File: src/hw/rtl/abvg_pkg.sv
// shared types, constants and band tables for the abv from gravity readings core
package abvg_pkg;

	localparam int GRAV_W    = 14;
	localparam int ABV_W     = 23;
	localparam int BAND_W    = 4;
	localparam int DIFF_W    = GRAV_W + 1;
	localparam int DEN_W     = 15;
	localparam int MF_W      = 2 * GRAV_W;
	localparam int K_W       = 23;
	localparam int KMF_W     = K_W + MF_W;
	localparam int QUO_W     = 26;
	localparam int NUM_W     = 35;
	localparam int TAB_W     = 18;
	localparam int TDIFF_W   = 10;
	localparam int FACT_W    = 8;
	localparam int BAND_COUNT = 11;

	localparam logic [BAND_W-1:0] NO_BAND       = 4'd11;
	localparam logic [K_W-1:0]    FALLBACK_K_Q16 = 23'd6279570;
	localparam logic [DEN_W-1:0]  GRAVITY_POLE   = 15'd17750;
	localparam logic [QUO_W-1:0]  ABV_LIMIT      = 26'd4000000;

	// per item data that rides alongside the arithmetic
	typedef struct packed {
		logic [BAND_W-1:0] band;
		logic              err;
		logic              neg;
		logic              oor;
		logic [TAB_W-1:0]  tab;
	} sb_t;

	// state held by one divider cell
	typedef struct packed {
		logic [DEN_W-1:0] rem;
		logic [QUO_W-1:0] dq;
		logic [DEN_W-1:0] den;
		sb_t              sb;
	} cell_t;

	function automatic logic [DIFF_W-1:0] band_lo(input int idx);
		case (idx)
			0:       band_lo = 15'd0;
			1:       band_lo = 15'd70;
			2:       band_lo = 15'd105;
			3:       band_lo = 15'd173;
			4:       band_lo = 15'd262;
			5:       band_lo = 15'd361;
			6:       band_lo = 15'd466;
			7:       band_lo = 15'd572;
			8:       band_lo = 15'd680;
			9:       band_lo = 15'd789;
			default: band_lo = 15'd898;
		endcase
	endfunction

	function automatic logic [DIFF_W-1:0] band_hi(input int idx);
		case (idx)
			0:       band_hi = 15'd69;
			1:       band_hi = 15'd104;
			2:       band_hi = 15'd172;
			3:       band_hi = 15'd261;
			4:       band_hi = 15'd360;
			5:       band_hi = 15'd465;
			6:       band_hi = 15'd571;
			7:       band_hi = 15'd679;
			8:       band_hi = 15'd788;
			9:       band_hi = 15'd897;
			default: band_hi = 15'd1007;
		endcase
	endfunction

	function automatic logic [FACT_W-1:0] band_factor(input logic [BAND_W-1:0] b);
		case (b)
			4'd0:    band_factor = 8'd125;
			4'd1:    band_factor = 8'd126;
			4'd2:    band_factor = 8'd127;
			4'd3:    band_factor = 8'd128;
			4'd4:    band_factor = 8'd129;
			4'd5:    band_factor = 8'd130;
			4'd6:    band_factor = 8'd131;
			4'd7:    band_factor = 8'd132;
			4'd8:    band_factor = 8'd133;
			4'd9:    band_factor = 8'd134;
			4'd10:   band_factor = 8'd135;
			default: band_factor = 8'd0;
		endcase
	endfunction

	function automatic logic [TAB_W-1:0] band_min(input logic [BAND_W-1:0] b);
		case (b)
			4'd0:    band_min = 18'd0;
			4'd1:    band_min = 18'd8000;
			4'd2:    band_min = 18'd13000;
			4'd3:    band_min = 18'd22000;
			4'd4:    band_min = 18'd33000;
			4'd5:    band_min = 18'd46000;
			4'd6:    band_min = 18'd60000;
			4'd7:    band_min = 18'd75000;
			4'd8:    band_min = 18'd90000;
			4'd9:    band_min = 18'd105000;
			4'd10:   band_min = 18'd120000;
			default: band_min = 18'd0;
		endcase
	endfunction

	function automatic logic [TAB_W-1:0] band_max(input logic [BAND_W-1:0] b);
		case (b)
			4'd0:    band_max = 18'd8000;
			4'd1:    band_max = 18'd13000;
			4'd2:    band_max = 18'd21000;
			4'd3:    band_max = 18'd33000;
			4'd4:    band_max = 18'd46000;
			4'd5:    band_max = 18'd60000;
			4'd6:    band_max = 18'd75000;
			4'd7:    band_max = 18'd90000;
			4'd8:    band_max = 18'd105000;
			4'd9:    band_max = 18'd120000;
			4'd10:   band_max = 18'd136000;
			default: band_max = 18'd0;
		endcase
	endfunction

	// band search on a signed difference, first matching band wins
	function automatic logic [BAND_W-1:0] band_of(input logic signed [DIFF_W-1:0] d);
		logic [BAND_W-1:0] b;
		b = NO_BAND;
		for (int i = BAND_COUNT - 1; i >= 0; i--) begin
			if (!d[DIFF_W-1] && (d >= $signed(band_lo(i))) && (d <= $signed(band_hi(i))))
				b = BAND_W'(i);
		end
		return b;
	endfunction

endpackage

File: src/hw/rtl/abvg_div_cell.sv
// one restoring division cell: produces one quotient bit and hands on to its neighbor
module abvg_div_cell (
	input  logic           clk,
	input  logic           arst_n,
	input  logic           en,
	input  logic           in_valid,
	input  abvg_pkg::cell_t in_cell,
	output logic           out_valid,
	output abvg_pkg::cell_t out_cell
);
	import abvg_pkg::*;

	logic [DEN_W:0]   trial;
	logic             ge;
	logic [DEN_W:0]   diff;
	cell_t            nxt;

	// shift in the next dividend bit and try to subtract the divisor
	always_comb begin
		trial = {in_cell.rem, in_cell.dq[QUO_W-1]};
		ge    = trial >= {1'b0, in_cell.den};
		diff  = trial - {1'b0, in_cell.den};
		nxt   = in_cell;
		nxt.rem = ge ? diff[DEN_W-1:0] : trial[DEN_W-1:0];
		nxt.dq  = {in_cell.dq[QUO_W-2:0], ge};
	end

	// valid travels with the transaction
	always_ff @(posedge clk or negedge arst_n) begin
		if (!arst_n) begin
			out_valid <= 1'b0;
		end else if (en) begin
			out_valid <= in_valid;
		end
	end

	// payload
	always_ff @(posedge clk) begin
		if (en) begin
			out_cell <= nxt;
		end
	end

endmodule

File: src/hw/rtl/abv_from_gravity_readings_core.sv
// top level of the abv from gravity readings core
//
// Input channel: og_sg and fg_sg, accepted when in_valid is high and in_stall low.
// Output channel: abv_e4 with used_fallback, band_index, out_of_expected_range and
// gravity_order_error, taken when out_valid is high and out_stall low.
// Every transaction gives exactly one result, in order.
// Pipeline: four front stages (band search and difference, products, Q16 scaling,
// rounding offset), a chain of 26 divider cells that each make one quotient bit,
// and the output register. Throughput: one transaction per cycle unless stalled;
// the divider chain is fully pipelined.
// Stall: each stage moves on when the stage after it is empty or moving, so a
// stalled output holds its result while bubbles further up still close up and
// new transactions are still accepted until the pipeline is full.
// Reset: arst_n clears all valid flags at once; the block is ready right after.
module abv_from_gravity_readings_core (
	input  logic                        clk,
	input  logic                        arst_n,
	input  logic                        in_valid,
	output logic                        in_stall,
	input  logic [abvg_pkg::GRAV_W-1:0] og_sg,
	input  logic [abvg_pkg::GRAV_W-1:0] fg_sg,
	output logic                        out_valid,
	input  logic                        out_stall,
	output logic signed [abvg_pkg::ABV_W-1:0] abv_e4,
	output logic                        used_fallback,
	output logic [abvg_pkg::BAND_W-1:0] band_index,
	output logic                        out_of_expected_range,
	output logic                        gravity_order_error
);
	import abvg_pkg::*;

	// front stage registers
	logic                 v_s1, v_s2, v_s3, v_s4;
	sb_t                  sb_s1, sb_s2, sb_s3, sb_s4;
	logic [GRAV_W-1:0]    mag_s1, fg_s1;
	logic [DEN_W-1:0]     den_s1, den_s2, den_s3;
	logic [TDIFF_W-1:0]   tdiff_s1;
	logic [MF_W-1:0]      mf_s2;
	logic [KMF_W-1:0]     kmf_s3;
	cell_t                cell_s4;

	logic                 rdy_s1, rdy_s2, rdy_s3, rdy_s4, rdy_out;
	logic                 cv   [QUO_W];
	cell_t                cc   [QUO_W];
	logic                 rdy_c [QUO_W];

	logic signed [DIFF_W-1:0] diff;
	logic [KMF_W:0]       num_sum;
	logic [NUM_W-1:0]     num;
	logic [QUO_W-1:0]     q_sat;
	logic [ABV_W-1:0]     q_abv;
	logic [ABV_W-1:0]     fb_abv;

	// ready chain, from the output back to the input
	assign rdy_out = !out_valid || !out_stall;
	always_comb begin
		rdy_c[QUO_W-1] = !cv[QUO_W-1] || rdy_out;
		for (int i = QUO_W - 2; i >= 0; i--) begin
			rdy_c[i] = !cv[i] || rdy_c[i+1];
		end
	end
	assign rdy_s4   = !v_s4 || rdy_c[0];
	assign rdy_s3   = !v_s3 || rdy_s4;
	assign rdy_s2   = !v_s2 || rdy_s3;
	assign rdy_s1   = !v_s1 || rdy_s2;
	assign in_stall = !rdy_s1;

	// front valid flags
	always_ff @(posedge clk or negedge arst_n) begin
		if (!arst_n) begin
			v_s1 <= 1'b0;
			v_s2 <= 1'b0;
			v_s3 <= 1'b0;
			v_s4 <= 1'b0;
		end else begin
			if (rdy_s1) v_s1 <= in_valid;
			if (rdy_s2) v_s2 <= v_s1;
			if (rdy_s3) v_s3 <= v_s2;
			if (rdy_s4) v_s4 <= v_s3;
		end
	end

	// stage 1: difference, band search, magnitude and divisor
	assign diff = $signed({1'b0, og_sg}) - $signed({1'b0, fg_sg});
	always_ff @(posedge clk) begin
		if (rdy_s1) begin
			sb_s1.band <= band_of(diff);
			sb_s1.err  <= fg_sg > og_sg;
			sb_s1.neg  <= diff[DIFF_W-1];
			sb_s1.oor  <= 1'b0;
			sb_s1.tab  <= '0;
			mag_s1     <= diff[DIFF_W-1] ? (fg_sg - og_sg) : (og_sg - fg_sg);
			fg_s1      <= fg_sg;
			den_s1     <= GRAVITY_POLE - {1'b0, og_sg};
			tdiff_s1   <= diff[TDIFF_W-1:0];
		end
	end

	// stage 2: table product and gravity product
	always_ff @(posedge clk) begin
		if (rdy_s2) begin
			sb_s2.band <= sb_s1.band;
			sb_s2.err  <= sb_s1.err;
			sb_s2.neg  <= sb_s1.neg;
			sb_s2.oor  <= sb_s1.oor;
			sb_s2.tab  <= {(TAB_W - TDIFF_W)'(0), tdiff_s1} *
				{(TAB_W - FACT_W)'(0), band_factor(sb_s1.band)};
			mf_s2      <= mag_s1 * fg_s1;
			den_s2     <= den_s1;
		end
	end

	// stage 3: expected range check and Q16 scaling
	always_ff @(posedge clk) begin
		if (rdy_s3) begin
			sb_s3.band <= sb_s2.band;
			sb_s3.err  <= sb_s2.err;
			sb_s3.neg  <= sb_s2.neg;
			sb_s3.tab  <= sb_s2.tab;
			sb_s3.oor  <= (sb_s2.band != NO_BAND) &&
				((sb_s2.tab < band_min(sb_s2.band)) || (sb_s2.tab > band_max(sb_s2.band)));
			kmf_s3     <= FALLBACK_K_Q16 * mf_s2;
			den_s3     <= den_s2;
		end
	end

	// stage 4: add half the divisor, drop the Q16 fraction, load the divider
	assign num_sum = {1'b0, kmf_s3} + {(KMF_W + 1 - DEN_W - 15)'(0), den_s3, 15'd0};
	assign num     = num_sum[NUM_W+15:16];
	always_ff @(posedge clk) begin
		if (rdy_s4) begin
			cell_s4.rem <= {(DEN_W - (NUM_W - QUO_W))'(0), num[NUM_W-1:QUO_W]};
			cell_s4.dq  <= num[QUO_W-1:0];
			cell_s4.den <= den_s3;
			cell_s4.sb  <= sb_s3;
		end
	end

	// divider chain
	for (genvar g = 0; g < QUO_W; g++) begin : g_cell
		if (g == 0) begin : g_first
			abvg_div_cell u_cell (
				.clk       (clk),
				.arst_n    (arst_n),
				.en        (rdy_c[g]),
				.in_valid  (v_s4),
				.in_cell   (cell_s4),
				.out_valid (cv[g]),
				.out_cell  (cc[g])
			);
		end else begin : g_rest
			abvg_div_cell u_cell (
				.clk       (clk),
				.arst_n    (arst_n),
				.en        (rdy_c[g]),
				.in_valid  (cv[g-1]),
				.in_cell   (cc[g-1]),
				.out_valid (cv[g]),
				.out_cell  (cc[g])
			);
		end
	end

	// saturate and sign the fallback quotient
	assign q_sat  = (cc[QUO_W-1].dq > ABV_LIMIT) ? ABV_LIMIT : cc[QUO_W-1].dq;
	assign q_abv  = q_sat[ABV_W-1:0];
	assign fb_abv = cc[QUO_W-1].sb.neg ? (~q_abv + 1'b1) : q_abv;

	// output register
	always_ff @(posedge clk or negedge arst_n) begin
		if (!arst_n) begin
			out_valid <= 1'b0;
		end else if (rdy_out) begin
			out_valid <= cv[QUO_W-1];
		end
	end

	always_ff @(posedge clk) begin
		if (rdy_out) begin
			if (cc[QUO_W-1].sb.band == NO_BAND) begin
				abv_e4        <= $signed(fb_abv);
				used_fallback <= 1'b1;
			end else begin
				abv_e4        <= $signed({(ABV_W - TAB_W)'(0), cc[QUO_W-1].sb.tab});
				used_fallback <= 1'b0;
			end
			band_index            <= cc[QUO_W-1].sb.band;
			out_of_expected_range <= cc[QUO_W-1].sb.oor;
			gravity_order_error   <= cc[QUO_W-1].sb.err;
		end
	end

endmodule
File: config.mk
export PLATFORM = sky130hd
export DESIGN_NAME = abv_from_gravity_readings_core
export DESIGN_NICKNAME = d
export VERILOG_FILES = /design/src/hw/rtl/abvg_pkg.sv /design/src/hw/rtl/abvg_div_cell.sv /design/src/hw/rtl/abv_from_gravity_readings_core.sv
export SDC_FILE = /design/constraint.sdc
export NUM_CORES = 2
export LEC_CHECK = 0
export BUFFER_PORTS_ARGS = -buffer_cell sky130_fd_sc_hd__buf_2
export CAP_MARGIN = 20
export CORE_MARGIN = 3
export CORE_UTILIZATION = 45
export CTS_CLUSTER_DIAMETER = 100
export DETAILED_ROUTE_END_ITERATION = 10
export SLEW_MARGIN = 25
export SYNTH_ARGS = -nofsm -noshare
export SYNTH_HDL_FRONTEND = slang
export SYNTH_SLANG_ARGS = --single-unit
File: constraint.sdc
create_clock -name clk -period 12.4 [get_ports clk]
set_input_delay 0.62 -clock clk [delete_from_list [all_inputs] [get_ports clk]]
set_output_delay 0.62 -clock clk [all_outputs]
set_load 0.03 [all_outputs]
==> results.cfg <==
[run_status]
status = complete, no violations

[sta]
setup_slack_ps = 4420
drv_slew = 0
worst_slew_pin_slew_ps = 998
post-route-period-util_pct = 64.4
setup-tns-final_ps = 0
post-route-min-period_ps = 7980
worst_clk_skew_ps = 75.8
timing.final.setup_violations = 0
rsz0062_at_grt = no
hold_viol = 0
timing.max_slew.rel_slack_pct = 32.6
max_freq_mhz = 125

[cts]
cts_sinks = 2442
clk_pin_slew_worst_paths_ps = 60
root_buffer = sky130_fd_sc_hd__clkbuf_16
clockBufferDepth = 4
h_tree_depth = 5
cts_hold_buf = 14
cts.repair.resized = 0
tritoncts = built
worst_skew_pair.late_latency_ps = 920
cts_buffers = 278
postcts_setup_bufs = 0

[floorplan]
placement_rows = 187
initial_core_util_pct = 45.4
top_level_ports = 64
die-area_mm2 = 0.269
floorplan.die.height_um = 519
floorplan.die.width_um = 519
fp.coreArea_mm2 = 0.261

[logic_synthesis]
post_synth.cell_area_avg_um2 = 14.0
synth.yosys.warnings = 0
syn_nets = 9750
synth_enable_flop_cells = 2382
netlist.area_leader.share_pct = 60.4
synth.top_cells.by_area = sky130_fd_sc_hd__edfxtp_1, sky130_fd_sc_hd__ha_1, sky130_fd_sc_hd__fa_1, sky130_fd_sc_hd__inv_1, sky130_fd_sc_hd__mux2_2
synthesis.instances = 8435
synth_sequential_area_ratio_pct = 61.6
synthDominantAreaCellType = sky130_fd_sc_hd__edfxtp_1
synth.top_cells.by_count = sky130_fd_sc_hd__edfxtp_1, sky130_fd_sc_hd__inv_1, sky130_fd_sc_hd__ha_1
syn_area_mm2 = 0.118
yosysUniqueCellTypes = 84
yosys.cell_count.top_type = sky130_fd_sc_hd__edfxtp_1
synth_flop_cell = sky130_fd_sc_hd__edfxtp_1
async_flop_share_pct = 1.27
ys_seq_elements = 2442

[global_routing]
grt_start_max_net_pins = 83
grt-ovfl-total = 0
initial_antenna_violation_count = 6
track_usage_pct = 17.6
grt_pass1_wl_mm = 374
first_global_vias = 66700

[critical_path]
critPathLaunchType = flop
critical_path.cell_chain = inv_1 -> fa_1 -> fa_1 -> inv_1 -> fa_1 -> fa_1 -> fa_1 -> inv_1 -> fa_1 -> fa_1 -> inv_1 -> ha_1 -> a21oi_1 -> o211ai_1 -> o21bai_1 -> a21boi_0 -> o31ai_1 -> a21oi_1 -> a21oi_1 -> nor2_1 -> o41ai_1 -> xnor2_1
timing.critical_path.slowest_cell_delay_ps = 750
required_ps = 13000
critPathTopFamily = adder cells
worst-setup-path-type = reg2reg
worst_ep_arrival_time_ps = 8590
rrSetupSlack_ps = 4420
critical_path.slowest_cell = sky130_fd_sc_hd__edfxtp_1
crit_buf_inv = 4
worst_setup_path_end_kind = flop
critical-path-top-cell-by-count = sky130_fd_sc_hd__fa_1
cp_max_fo = 8

[routing]
drc_violation_count_after_routing = 0
detailedRoute.firstIterationViolations = 3565
vias_per_cell = 5.10
ant_nets = 0
dr_total_vias = 63300
drt_pass1_iterations = 5
wire_per_inst_um = 18.8
drt-total-wl_mm = 233

[job]
reported_max_cap_violation_count = 0

[cells_and_area]
nFillCells = 21900
area_growth_syn_to_layout_pct = 11.9
final_layout_size_suffix_gt1_share_pct = 9.08
nets = 10000

[placed_design]
gp_congestion = 0.863
numPortBuffers = 63
placement.setup.worst_slack_ps = 4340
hpwl_mm = 174

[worst_hold_path]
worstHoldPathType = in2reg
## cells by family after synthesis
group / synth area share [%]
flip-flops: 61.6
AND/OR/NAND/NOR: 6.85
buffers and inverters: 4.26
adder cells (fa/ha/maj): 16.5
AO/OA/AOI/OAI: 6.01
XOR/XNOR: 2.56
multiplexers: 2.31
## path summary, 6_finish.rpt
check | from | endpoint | cells past startpoint
max | mf_s2[9] | kmf_s3[48] | 22
min | fg_sg[7] | fg_s1[7] | 1
max reg2reg | mf_s2[9] | kmf_s3[48] | 22
min reg2reg | g_cell[0].g_first.u_cell.out_cell[57] | g_cell[1].g_rest.u_cell.out_cell[58] | 0
max in group asynchronous | arst_n | v_s3 | 2
min in group asynchronous | arst_n | out_valid | 2
## layout make-up
type,instances,area [um^2],share of cell area (%)
clock inverters,149,1780,1.34
diodes,3,7.51,0.00567
clock buffers,324,7280,5.49
multi-input cells,4664,40700,30.7
well taps,3496,4370,3.30
inverters,1221,4590,3.46
flip-flops and latches,2442,72900,55.0
repair buffers,121,873,0.659
## layout by cell type, fill, tap and decap left out, drive strengths merged, types with 89 or more instances in the layout
master	n
nor2b	97
nand3	103
clkinv	90
xnor2	250
buf	105
clkbuf	324
ha	826
a21oi	332
mux2	200
o21ai	304
nand2b	106
a21boi	95
nor3	122
edfxtp	2382
fa	457
nor2	474
and2	124
nand4	89
inv	1231
xor2	96
nand2	357
a21o	94
## through the flow
stage	util, %	hold WS, ps	instances	instance area [um^2]
after floorplan	-	324	8435	118000
after global placement	47.2	400	11900	123000
after detailed placement	47.3	405	11900	123000
after CTS	50.8	0.0239	12400	132000
after global routing	50.8	15.3	12400	132000
final	50.8	82.3	12400	132000
## registers in the layout, indices dropped and copies added (netlist names), 6 cells and up, named ones only
| signal | flops |
|---|---|
| cell_s4 | 75 |
| sb_s3 | 25 |
| mag_s1 | 14 |
| den_s3 | 15 |
| den_s2 | 15 |
| fg_s1 | 14 |
| abv_e4 | 23 |
| sb_s2 | 24 |
| tdiff_s1 | 9 |
| g_cell.g_first.u_cell.out_cell | 81 |
| mf_s2 | 28 |
| g_cell.g_rest.u_cell.out_cell | 1995 |
| g_cell.g_rest.u_cell.out_valid | 25 |
| den_s1 | 15 |
| sb_s1 | 6 |
| kmf_s3 | 36 |
## per-layer routing
layer | wire, um | up-vias | global-route usage [%]
li1 | - | 30600 | -
met2 | 121000 | 1025 | 31.8
met5 | 0 | - | 0
met4 | 8320 | 0 | 6.20
met1 | 96000 | 31200 | 21.4
met3 | 7190 | 427 | 2.37
Power is left out: the tool's default activity adds up to more than one toggle a clock period on the data nets, which glitch-free logic cannot reach.
